<file path="config.mk">
export PLATFORM = sky130hd
export DESIGN_NAME = sliding_window_median_filter_top_flat
export DESIGN_NICKNAME = d
export VERILOG_FILES = /design/src/hdl/swmf_pkg.sv /design/src/hdl/swmf_in_if.sv /design/src/hdl/swmf_out_if.sv /design/src/hdl/sliding_window_median_filter_top.sv /design/src/hdl/swmf_cell.sv /design/src/hdl/swmf_div.sv /design/src/flat_wrapper.sv
export SDC_FILE = /design/constraint.sdc
export NUM_CORES = 2
export LEC_CHECK = 0
export ABC_AREA = 1
export ABC_CLOCK_PERIOD_IN_PS = 14100
export BUFFER_PORTS_ARGS = -buffer_cell sky130_fd_sc_hd__buf_2
export CORE_MARGIN = 4
export CORE_UTILIZATION = 50
export DETAILED_ROUTE_END_ITERATION = 10
export PLACE_DENSITY_LB_ADDON = 0.05
export SLEW_MARGIN = 20
export SYNTH_ARGS = -nofsm -noshare
export SYNTH_HDL_FRONTEND = slang
export SYNTH_HIERARCHICAL = 1
export SYNTH_SLANG_ARGS = --single-unit
</file>
<file path="constraint.sdc">
create_clock -name clk -period 14.1 [get_ports clk]
set_input_delay 0 -clock clk [delete_from_list [all_inputs] [get_ports clk]]
set_output_delay 0 -clock clk [all_outputs]
set_load 0.05 [all_outputs]
</file>
<file path="src/hdl/swmf_pkg.sv">
// shared constants, types and cell link struct for the median filter
`timescale 1ns / 1ps
package swmf_pkg;

  localparam int MAX_HALF   = 7;
  localparam int MAX_LENGTH = 65536;
  localparam int DATA_WIDTH = 32;
  localparam int HALF_W     = 3;
  localparam int WIN_DEPTH  = 2 * MAX_HALF + 1;
  localparam int AGE_W      = $clog2(WIN_DEPTH + 1);
  localparam int CNT_W      = $clog2(MAX_LENGTH + 1);
  localparam int SUM_W      = DATA_WIDTH + CNT_W;
  localparam int RES_W      = $clog2(WIN_DEPTH + 1);
  localparam int STEP_W     = $clog2(SUM_W + 1);

  localparam logic [HALF_W-1:0] HALF_RESET = HALF_W'(3);

  typedef logic signed [DATA_WIDTH-1:0] data_t;
  typedef logic signed [SUM_W-1:0]      sum_t;
  typedef logic [CNT_W-1:0]             cnt_t;
  typedef logic [AGE_W-1:0]             age_t;

  // what one cell shows to its neighbors
  typedef struct packed {
    logic  valid;
    logic  lt;
    logic  dle;
    age_t  age;
    data_t val;
  } cell_link_t;

  // virtual neighbor below cell 0: always occupied and smaller than the sample
  localparam cell_link_t LINK_HEAD = '{valid: 1'b1, lt: 1'b1, dle: 1'b0, age: '0, val: '0};
  // virtual neighbor above the top cell: empty
  localparam cell_link_t LINK_TAIL = '{valid: 1'b0, lt: 1'b0, dle: 1'b0, age: '0, val: '0};

endpackage

</file>
<file path="src/hdl/swmf_in_if.sv">
// sample input channel: valid/ready with sample and last flag
`timescale 1ns / 1ps
interface swmf_in_if;
  logic                  valid;
  logic                  ready;
  swmf_pkg::data_t       sample;
  logic                  last;

  modport source (output valid, output sample, output last, input ready);
  modport sink   (input valid, input sample, input last, output ready);
endinterface

</file>
<file path="src/hdl/swmf_out_if.sv">
// result output channel: valid/ready with median, mean and flags
`timescale 1ns / 1ps
interface swmf_out_if;
  logic                  valid;
  logic                  ready;
  swmf_pkg::data_t       median_value;
  logic                  is_last;
  swmf_pkg::data_t       mean_value;
  logic                  too_short;

  modport source (output valid, output median_value, output is_last,
                  output mean_value, output too_short, input ready);
  modport sink   (input valid, input median_value, input is_last,
                  input mean_value, input too_short, output ready);
endinterface

</file>
<file path="src/hdl/sliding_window_median_filter_top.sv">
// top level of the sliding window median filter: cell chain, sequencer, output register
`timescale 1ns / 1ps
// Running median over an odd window of 2*h+1 signed Q16.16 samples, h taken from
// cfg_data when a stream's first sample arrives (later writes apply to the next
// stream). The window lives in a chain of 15 sorted cells; a sample is inserted and
// the oldest entry dropped in the cycle the sample is accepted, so the median
// is simply the cell at rank h. A sample that yields no result leaves the input ready; one
// that yields k results (k = 1, or h+1 when the window first fills, plus h at stream end)
// holds the input off until all k are out; the result register loads one result per cycle
// while the output takes them. The closing result waits for the mean from a restoring
// divider of 49 steps. A stream shorter than the window ends in one result flagged
// too_short with zero values. The 65536th sample of a stream always closes it.
module sliding_window_median_filter_top (
  input  logic                          clk,
  input  logic                          rst_n,
  swmf_in_if.sink                       in_ch,
  swmf_out_if.source                    out_ch,
  input  logic                          cfg_we,
  input  logic [swmf_pkg::HALF_W-1:0]   cfg_data
);

  localparam logic [2:0] ST_IDLE  = 3'd0;
  localparam logic [2:0] ST_EMIT  = 3'd1;
  localparam logic [2:0] ST_SHORT = 3'd2;
  localparam logic [2:0] ST_DIV   = 3'd3;
  localparam logic [2:0] ST_FINAL = 3'd4;

  logic [2:0]                   state_r, state_nxt;
  logic [swmf_pkg::HALF_W-1:0]  window_half_r;
  logic [swmf_pkg::HALF_W-1:0]  h_r, h_nxt;
  swmf_pkg::cnt_t               count_r, count_nxt;
  logic                         end_r, end_nxt;
  logic [swmf_pkg::RES_W-1:0]   rem_r, rem_nxt;
  swmf_pkg::sum_t               sum_r, sum_nxt;

  logic                         out_valid_r, out_valid_nxt;
  swmf_pkg::data_t              out_med_r, out_med_nxt;
  logic                         out_last_r, out_last_nxt;
  swmf_pkg::data_t              out_mean_r, out_mean_nxt;
  logic                         out_short_r, out_short_nxt;

  logic                         in_acc;
  logic                         load_ok;
  logic                         load;
  logic [swmf_pkg::HALF_W-1:0]  h_cfg, h_cur;
  swmf_pkg::age_t               w_m1, w_cur;
  swmf_pkg::cnt_t               count_inc;
  logic                         end_in, full_now, first_full;
  logic [swmf_pkg::RES_W-1:0]   n_res;
  swmf_pkg::data_t              med;
  swmf_pkg::age_t               med_idx;

  logic                         cell_en, cell_clr;
  swmf_pkg::cell_link_t         link [swmf_pkg::WIN_DEPTH];
  logic [swmf_pkg::WIN_DEPTH-1:0] cell_valid;
  logic [swmf_pkg::WIN_DEPTH-1:0] del_vec;

  logic                         div_start, div_done;
  swmf_pkg::sum_t               div_dividend;
  swmf_pkg::data_t              div_quot;

  // configuration register
  always_ff @(posedge clk) begin
    if (!rst_n) begin
      window_half_r <= swmf_pkg::HALF_RESET;
    end else if (cfg_we) begin
      window_half_r <= cfg_data;
    end
  end

  // window geometry for the sample on the input
  always_comb begin
    h_cfg = (window_half_r > swmf_pkg::HALF_W'(swmf_pkg::MAX_HALF)) ?
            swmf_pkg::HALF_W'(swmf_pkg::MAX_HALF) : window_half_r;
    h_cur      = (count_r == '0) ? h_cfg : h_r;
    w_m1       = swmf_pkg::AGE_W'(h_cur) << 1;
    w_cur      = w_m1 + swmf_pkg::AGE_W'(1);
    count_inc  = count_r + 1'b1;
    end_in     = in_ch.last || (count_inc == swmf_pkg::CNT_W'(swmf_pkg::MAX_LENGTH));
    full_now   = count_inc >= swmf_pkg::CNT_W'(w_cur);
    first_full = count_inc == swmf_pkg::CNT_W'(w_cur);
    n_res      = swmf_pkg::RES_W'(1)
               + (first_full ? swmf_pkg::RES_W'(h_cur) : '0)
               + (end_in ? swmf_pkg::RES_W'(h_cur) : '0);
  end

  // sorted cell chain
  for (genvar gi = 0; gi < swmf_pkg::WIN_DEPTH; gi++) begin : g_cell
    swmf_pkg::cell_link_t left_l, right_l;
    logic                 in_win;

    if (gi == 0) begin : g_head
      assign left_l = swmf_pkg::LINK_HEAD;
    end else begin : g_left
      assign left_l = link[gi-1];
    end
    if (gi == swmf_pkg::WIN_DEPTH - 1) begin : g_tail
      assign right_l = swmf_pkg::LINK_TAIL;
    end else begin : g_right
      assign right_l = link[gi+1];
    end

    assign in_win = swmf_pkg::AGE_W'(gi) <= w_m1;

    swmf_cell u_cell (
      .clk     (clk),
      .rst_n   (rst_n),
      .en      (cell_en),
      .clr     (cell_clr),
      .in_win  (in_win),
      .x       (in_ch.sample),
      .w_m1    (w_m1),
      .left_i  (left_l),
      .right_i (right_l),
      .link_o  (link[gi])
    );

    assign cell_valid[gi] = link[gi].valid;
    assign del_vec[gi]    = link[gi].dle && !left_l.dle;
  end

  // median sits at rank h of the sorted chain
  assign med_idx = swmf_pkg::AGE_W'(h_r);
  assign med     = link[med_idx].val;

  swmf_div u_div (
    .clk      (clk),
    .rst_n    (rst_n),
    .start    (div_start),
    .dividend (div_dividend),
    .divisor  (count_r),
    .done     (div_done),
    .quotient (div_quot)
  );

  assign div_dividend = sum_r + swmf_pkg::SUM_W'(med);

  // handshakes
  assign in_ch.ready = (state_r == ST_IDLE);
  assign in_acc      = in_ch.valid && in_ch.ready;
  assign load_ok     = !out_valid_r || out_ch.ready;

  // sequencer
  always_comb begin
    state_nxt     = state_r;
    h_nxt         = h_r;
    count_nxt     = count_r;
    end_nxt       = end_r;
    rem_nxt       = rem_r;
    sum_nxt       = sum_r;
    cell_en       = 1'b0;
    cell_clr      = 1'b0;
    div_start     = 1'b0;
    load          = 1'b0;
    out_med_nxt   = out_med_r;
    out_last_nxt  = out_last_r;
    out_mean_nxt  = out_mean_r;
    out_short_nxt = out_short_r;
    unique case (state_r)
      ST_IDLE: begin
        if (in_acc) begin
          cell_en   = 1'b1;
          count_nxt = count_inc;
          h_nxt     = h_cur;
          end_nxt   = end_in;
          if (!full_now) begin
            if (end_in) begin
              state_nxt = ST_SHORT;
            end
          end else begin
            rem_nxt   = n_res;
            state_nxt = ST_EMIT;
          end
        end
      end
      ST_EMIT: begin
        if (rem_r == swmf_pkg::RES_W'(1) && end_r) begin
          div_start = 1'b1;
          state_nxt = ST_DIV;
        end else if (load_ok) begin
          load          = 1'b1;
          out_med_nxt   = med;
          out_last_nxt  = 1'b0;
          out_mean_nxt  = '0;
          out_short_nxt = 1'b0;
          sum_nxt       = sum_r + swmf_pkg::SUM_W'(med);
          rem_nxt       = rem_r - 1'b1;
          if (rem_r == swmf_pkg::RES_W'(1)) begin
            state_nxt = ST_IDLE;
          end
        end
      end
      ST_DIV: begin
        if (div_done) begin
          state_nxt = ST_FINAL;
        end
      end
      ST_FINAL: begin
        if (load_ok) begin
          load          = 1'b1;
          out_med_nxt   = med;
          out_last_nxt  = 1'b1;
          out_mean_nxt  = div_quot;
          out_short_nxt = 1'b0;
          count_nxt     = '0;
          sum_nxt       = '0;
          cell_clr      = 1'b1;
          state_nxt     = ST_IDLE;
        end
      end
      ST_SHORT: begin
        if (load_ok) begin
          load          = 1'b1;
          out_med_nxt   = '0;
          out_last_nxt  = 1'b1;
          out_mean_nxt  = '0;
          out_short_nxt = 1'b1;
          count_nxt     = '0;
          sum_nxt       = '0;
          cell_clr      = 1'b1;
          state_nxt     = ST_IDLE;
        end
      end
      default: begin
        state_nxt = ST_IDLE;
      end
    endcase
  end

  // result register valid
  always_comb begin
    out_valid_nxt = out_valid_r;
    if (load) begin
      out_valid_nxt = 1'b1;
    end else if (out_ch.ready) begin
      out_valid_nxt = 1'b0;
    end
  end

  always_ff @(posedge clk) begin
    if (!rst_n) begin
      state_r     <= ST_IDLE;
      count_r     <= '0;
      sum_r       <= '0;
      h_r         <= swmf_pkg::HALF_RESET;
      end_r       <= 1'b0;
      rem_r       <= '0;
      out_valid_r <= 1'b0;
    end else begin
      state_r     <= state_nxt;
      count_r     <= count_nxt;
      sum_r       <= sum_nxt;
      h_r         <= h_nxt;
      end_r       <= end_nxt;
      rem_r       <= rem_nxt;
      out_valid_r <= out_valid_nxt;
    end
  end

  always_ff @(posedge clk) begin
    out_med_r   <= out_med_nxt;
    out_last_r  <= out_last_nxt;
    out_mean_r  <= out_mean_nxt;
    out_short_r <= out_short_nxt;
  end

  assign out_ch.valid        = out_valid_r;
  assign out_ch.median_value = out_med_r;
  assign out_ch.is_last      = out_last_r;
  assign out_ch.mean_value   = out_mean_r;
  assign out_ch.too_short    = out_short_r;

`ifndef NO_ASSERTIONS
  // exactly one cell gives up its entry on every insertion
  a_del_onehot: assert property (@(posedge clk) disable iff (!rst_n)
    in_acc |-> $onehot(del_vec))
    else $error("cell chain removal is not one-hot");

  // occupied cells always form a run from the bottom of the chain
  a_valid_prefix: assert property (@(posedge clk) disable iff (!rst_n)
    ((cell_valid + swmf_pkg::WIN_DEPTH'(1)) & cell_valid) == '0)
    else $error("occupied cells are not contiguous");

  // divider starts only from the emit state with a nonzero count
  a_div_start: assert property (@(posedge clk) disable iff (!rst_n)
    div_start |-> (state_r == ST_EMIT) && (count_r != '0))
    else $error("divider started out of sequence");

  // closing transfer leaves the stream state empty
  a_stream_clear: assert property (@(posedge clk) disable iff (!rst_n)
    ((state_r == ST_FINAL || state_r == ST_SHORT) && load) |=>
      (count_r == '0) && (sum_r == '0) && (cell_valid == '0))
    else $error("stream state not cleared after closing result");
`endif

endmodule

</file>
<file path="src/hdl/swmf_cell.sv">
// one cell of the sorted window chain: value, age and occupancy
`timescale 1ns / 1ps
module swmf_cell (
  input  logic                 clk,
  input  logic                 rst_n,
  input  logic                 en,
  input  logic                 clr,
  input  logic                 in_win,
  input  swmf_pkg::data_t      x,
  input  swmf_pkg::age_t       w_m1,
  input  swmf_pkg::cell_link_t left_i,
  input  swmf_pkg::cell_link_t right_i,
  output swmf_pkg::cell_link_t link_o
);

  swmf_pkg::data_t val_r, val_nxt;
  swmf_pkg::age_t  age_r, age_nxt;
  logic            valid_r, valid_nxt;
  logic            lt, del, dle;
  swmf_pkg::data_t c_val, p_val;
  swmf_pkg::age_t  c_age, p_age;
  logic            c_lt, p_lt;

  // own compare and removal flag, removal prefix runs up the chain
  assign lt  = valid_r && ($signed(val_r) < $signed(x));
  assign del = in_win && (valid_r ? (age_r == w_m1) : left_i.valid);
  assign dle = del || left_i.dle;

  assign link_o = '{valid: valid_r, lt: lt, dle: dle, age: age_r, val: val_r};

  // compacted list after removal: entry at this slot and at the slot below
  always_comb begin
    c_val = dle ? right_i.val : val_r;
    c_age = dle ? right_i.age : age_r;
    c_lt  = dle ? right_i.lt  : lt;
    p_val = left_i.dle ? val_r : left_i.val;
    p_age = left_i.dle ? age_r : left_i.age;
    p_lt  = left_i.dle ? lt    : left_i.lt;
  end

  // insert the new sample into the compacted list
  always_comb begin
    val_nxt   = val_r;
    age_nxt   = age_r;
    valid_nxt = valid_r;
    if (clr) begin
      valid_nxt = 1'b0;
    end else if (en) begin
      valid_nxt = in_win && left_i.valid;
      priority if (c_lt) begin
        val_nxt = c_val;
        age_nxt = c_age + swmf_pkg::AGE_W'(1);
      end else if (p_lt) begin
        val_nxt = x;
        age_nxt = '0;
      end else begin
        val_nxt = p_val;
        age_nxt = p_age + swmf_pkg::AGE_W'(1);
      end
    end
  end

  always_ff @(posedge clk) begin
    if (!rst_n) begin
      valid_r <= 1'b0;
    end else begin
      valid_r <= valid_nxt;
    end
  end

  always_ff @(posedge clk) begin
    val_r <= val_nxt;
    age_r <= age_nxt;
  end

endmodule

</file>
<file path="src/hdl/swmf_div.sv">
// restoring divider, one quotient bit per cycle, truncates toward zero
`timescale 1ns / 1ps
module swmf_div (
  input  logic            clk,
  input  logic            rst_n,
  input  logic            start,
  input  swmf_pkg::sum_t  dividend,
  input  swmf_pkg::cnt_t  divisor,
  output logic            done,
  output swmf_pkg::data_t quotient
);

  logic [swmf_pkg::STEP_W-1:0] step_r, step_nxt;
  logic                        done_r, done_nxt;
  logic                        neg_r, neg_nxt;
  logic [swmf_pkg::SUM_W-1:0]  quo_r, quo_nxt;
  logic [swmf_pkg::CNT_W-1:0]  rem_r, rem_nxt;
  swmf_pkg::cnt_t              dvs_r, dvs_nxt;
  logic [swmf_pkg::CNT_W:0]    rem_sh;
  logic [swmf_pkg::CNT_W:0]    rem_sub;
  logic                        ge;
  logic [swmf_pkg::SUM_W-1:0]  q_signed;

  // shift in the next dividend bit and try the subtract
  assign rem_sh  = {rem_r, quo_r[swmf_pkg::SUM_W-1]};
  assign ge      = rem_sh >= {1'b0, dvs_r};
  assign rem_sub = rem_sh - {1'b0, dvs_r};

  always_comb begin
    step_nxt = step_r;
    done_nxt = 1'b0;
    neg_nxt  = neg_r;
    quo_nxt  = quo_r;
    rem_nxt  = rem_r;
    dvs_nxt  = dvs_r;
    if (start) begin
      neg_nxt  = dividend[swmf_pkg::SUM_W-1];
      quo_nxt  = dividend[swmf_pkg::SUM_W-1] ? (~dividend + 1'b1) : dividend;
      rem_nxt  = '0;
      dvs_nxt  = divisor;
      step_nxt = swmf_pkg::STEP_W'(swmf_pkg::SUM_W);
    end else if (step_r != '0) begin
      rem_nxt  = ge ? rem_sub[swmf_pkg::CNT_W-1:0] : rem_sh[swmf_pkg::CNT_W-1:0];
      quo_nxt  = {quo_r[swmf_pkg::SUM_W-2:0], ge};
      step_nxt = step_r - 1'b1;
      done_nxt = (step_r == swmf_pkg::STEP_W'(1));
    end
  end

  always_ff @(posedge clk) begin
    if (!rst_n) begin
      step_r <= '0;
      done_r <= 1'b0;
    end else begin
      step_r <= step_nxt;
      done_r <= done_nxt;
    end
  end

  always_ff @(posedge clk) begin
    neg_r <= neg_nxt;
    quo_r <= quo_nxt;
    rem_r <= rem_nxt;
    dvs_r <= dvs_nxt;
  end

  // restore the sign of the magnitude quotient
  assign q_signed = neg_r ? (~quo_r + 1'b1) : quo_r;
  assign quotient = q_signed[swmf_pkg::DATA_WIDTH-1:0];
  assign done     = done_r;

endmodule
</file>
<file path="src/flat_wrapper.sv">
// flat-port wrapper written by rule: the top's interface ports become plain ports
module sliding_window_median_filter_top_flat 
  (clk, rst_n, cfg_we, cfg_data, in_ch_valid, in_ch_sample, in_ch_last, in_ch_ready, out_ch_valid, out_ch_median_value, out_ch_is_last, out_ch_mean_value, out_ch_too_short, out_ch_ready);
  swmf_in_if in_ch_i ();
  swmf_out_if out_ch_i ();
  input  logic clk;
  input  logic rst_n;
  input  logic cfg_we;
  input  logic [swmf_pkg::HALF_W-1:0] cfg_data;
  input wire logic [$bits(in_ch_i.valid)-1:0] in_ch_valid;
  input wire logic [$bits(in_ch_i.sample)-1:0] in_ch_sample;
  input wire logic [$bits(in_ch_i.last)-1:0] in_ch_last;
  output wire logic [$bits(in_ch_i.ready)-1:0] in_ch_ready;
  output wire logic [$bits(out_ch_i.valid)-1:0] out_ch_valid;
  output wire logic [$bits(out_ch_i.median_value)-1:0] out_ch_median_value;
  output wire logic [$bits(out_ch_i.is_last)-1:0] out_ch_is_last;
  output wire logic [$bits(out_ch_i.mean_value)-1:0] out_ch_mean_value;
  output wire logic [$bits(out_ch_i.too_short)-1:0] out_ch_too_short;
  input wire logic [$bits(out_ch_i.ready)-1:0] out_ch_ready;
  assign in_ch_i.valid = in_ch_valid;
  assign in_ch_i.sample = in_ch_sample;
  assign in_ch_i.last = in_ch_last;
  assign in_ch_ready = in_ch_i.ready;
  assign out_ch_valid = out_ch_i.valid;
  assign out_ch_median_value = out_ch_i.median_value;
  assign out_ch_is_last = out_ch_i.is_last;
  assign out_ch_mean_value = out_ch_i.mean_value;
  assign out_ch_too_short = out_ch_i.too_short;
  assign out_ch_i.ready = out_ch_ready;
  sliding_window_median_filter_top u_core (.clk(clk), .rst_n(rst_n), .in_ch(in_ch_i), .out_ch(out_ch_i), .cfg_we(cfg_we), .cfg_data(cfg_data));
endmodule
</file>
==> out/metrics.cfg <==
[run_status]
status=complete, but fails checks
violations=slew limit

[job]
cap_violations=0

[power]
p_clk_frac=0.146
power_switching_uw=9600
p_seq_frac=0.266
leakagePower_uw=0.0381
peakVddDrop_mv=0.215
power_switching_share=0.527
power.density_mw_per_mm2=240
pwr-share-comb=0.588
intPower_uw=8630

[cts]
htree_levels=3
cts_root_buf=clkbuf_16
cts.sinks=793
cts_inserted_buffers=101
clock_path_buffers=3
clk_pin_slew_ps=60
clk_latency_ps=740
post_cts_resize_count=0
cts_tree=yes

[setup_path]
cp-end-kind=register
required_ps=14530
crit_type=reg2reg
slowest_stage=nand2_2
worstPathArrival_ps=10940
rr_worst_depth=40
path_max_fanout=34
r2r_slack_ps=3590
start_kind=register
crit_path_max_incr_delay_ps=580

[place]
gp_congestion=0.941
io_buffers=108
dpl.hpwl_mm=186
place_area_sq_mm=0.0722
preCtsSetupSlack_ps=3330

[timing]
rsz0062_at_grt=no
worst_slack_ps=3590
slew_violations=33
clock.fmax_mhz=95.1
period_share=0.746
whs_ps=134
period_minus_slack_ps=10510
skew_ps=34.4
relSlewSlack=-0.227
fin_setup_tns_ps=0
setup_viol=0
hold_viol=0
tightest_slew_ps=1830

[layout]
layout.nets=10582
drive_gt1_frac=0.0847
final_area_sq_mm=0.0758
final_core_util=0.541
syn2layout_area_growth_pct=6.88

[hold_path]
min_path_type=in2reg
min_path_cells=5

[grt]
antenna_found_initial=4
grtUsageTotal=0.327
grt_max_degree=74
grt_pass1_wl_mm=377
grt_overflow=0
grt_pass1_vias=62965

[floorplan]
ioPinCount=109
core_sq_mm=0.140
chipHeight_microns=385
die_w_microns=385
num_rows=137
dieArea_sq_mm=0.148
start_util=0.506

[logic_synthesis]
syn_avg_cell_area_sq_um=7.07
netlist_area_sq_mm=0.0709
yosysWarnings=6
syn_inst=10036

[routing]
wl_per_cell_microns=20.9
drt-total-wl_mm=250
antenna_left=0
dr.pass1.iters=6
via_per_inst=5.70
drt_iter0_markers=7656
num_vias=68029
drc=0

-- state kept, by name (all words and copies together), names as in the netlist, 3 cells and up --
name	flops
u_core/out_ch.mean_value	32
u_core/g_cell.u_cell/val_r	480
u_core/u_div/quo_r	49
u_core/h_r	3
u_core/state_r	3
u_core/u_div/rem_r	17
u_core/g_cell.u_cell/valid_r	15
u_core/out_ch.median_value	32
u_core/rem_r	4
u_core/u_div/step_r	6
u_core/count_r	17
u_core/u_div/dvs_r	17
u_core/window_half_r	3
u_core/sum_r	49
u_core/g_cell.u_cell/age_r	60
-- metal layers --
layer  track usage  vias to the layer above  routed length, microns
li1              -                    32718                       -
met3        0.0685                      458                   25300
met2         0.491                     3078                  106000
met4         0.120                        2                   10200
met1         0.461                    31773                  108000
met5             0                        -                      11
-- power by group through the flow --
stage                     sequential, uW  combinational, uW  clock [uW]
after global placement              4860              10300           0
after CTS                           4820              10500        2710
after global routing                4890              11900        2800
final                               4840              10700        2670
after floorplan                     4710               7680           0
after detailed placement            4860              10500           0
-- path summary, 6_finish.rpt --
check,from,endpoint
hold / removal,in_ch_sample[30],u_core/g_cell[13].u_cell/val_r[30]$_DFFE_PP_
hold reg to reg,u_core/u_div/step_r[3]$_SDFFE_PP0N_,u_core/u_div/step_r[3]$_SDFFE_PP0N_
setup / recovery,u_core/count_r[0]$_SDFFE_PN0P_,u_core/g_cell[14].u_cell/val_r[0]$_DFFE_PP_
setup reg to reg,u_core/count_r[0]$_SDFFE_PN0P_,u_core/g_cell[14].u_cell/val_r[0]$_DFFE_PP_
-- worst max-delay path, delay by kind of cell, from the launching register on --
kind | cells | cell delay, ps
flops | 1 | 350
buf+inv | 4 | 1050
compound gates | 16 | 4690
simple gates | 19 | 3840
fa+ha+maj | 1 | 210
-- cells in the final DEF, fill, tap and decap left out, types with 32 or more instances in the layout --
master     instances
nand2_1         2502
inv_1           1603
nand3_1         1523
edfxtp_1         673
nor2_1           627
ha_1             574
o21ai_0          482
a21oi_1          394
nand3_2          304
xor2_1           137
dfxtp_1          118
conb_1           112
buf_2            108
clkbuf_16        105
nand4_1           86
o22ai_1           78
a31oi_1           54
buf_4             46
nand2_2           42
nor3_1            42
nand2_4           34
xnor2_1           32
-- cell type report --
| class | count | area [sq um] |
|---|---|---|
| multi-input combinational | 7241 | 40000 |
| clock inverter | 60 | 582 |
| inverter | 1651 | 6280 |
| antenna | 3 | 7.51 |
| sequential | 793 | 22600 |
| clock buffer | 128 | 2740 |
| fill | 13981 | 64400 |
| tap | 1876 | 2350 |
| timing repair buffer | 176 | 1190 |
-- what timing repair did --
item / 4_1_cts / 5_1_grt
setup buffers: 0 / 0
hold endpoints to repair: 36 / 0
hold buffers: 16 / 0
setup endpoints to repair: 0 / 0
-- stage by stage --
step	power, uW	std cells
after floorplan	12400	10146
after global placement	15200	11715
after detailed placement	15300	11716
after CTS	18000	11920
after global routing	19600	11925
final	18200	11928
No activity file was read; power rests on OpenSTA's default activity.
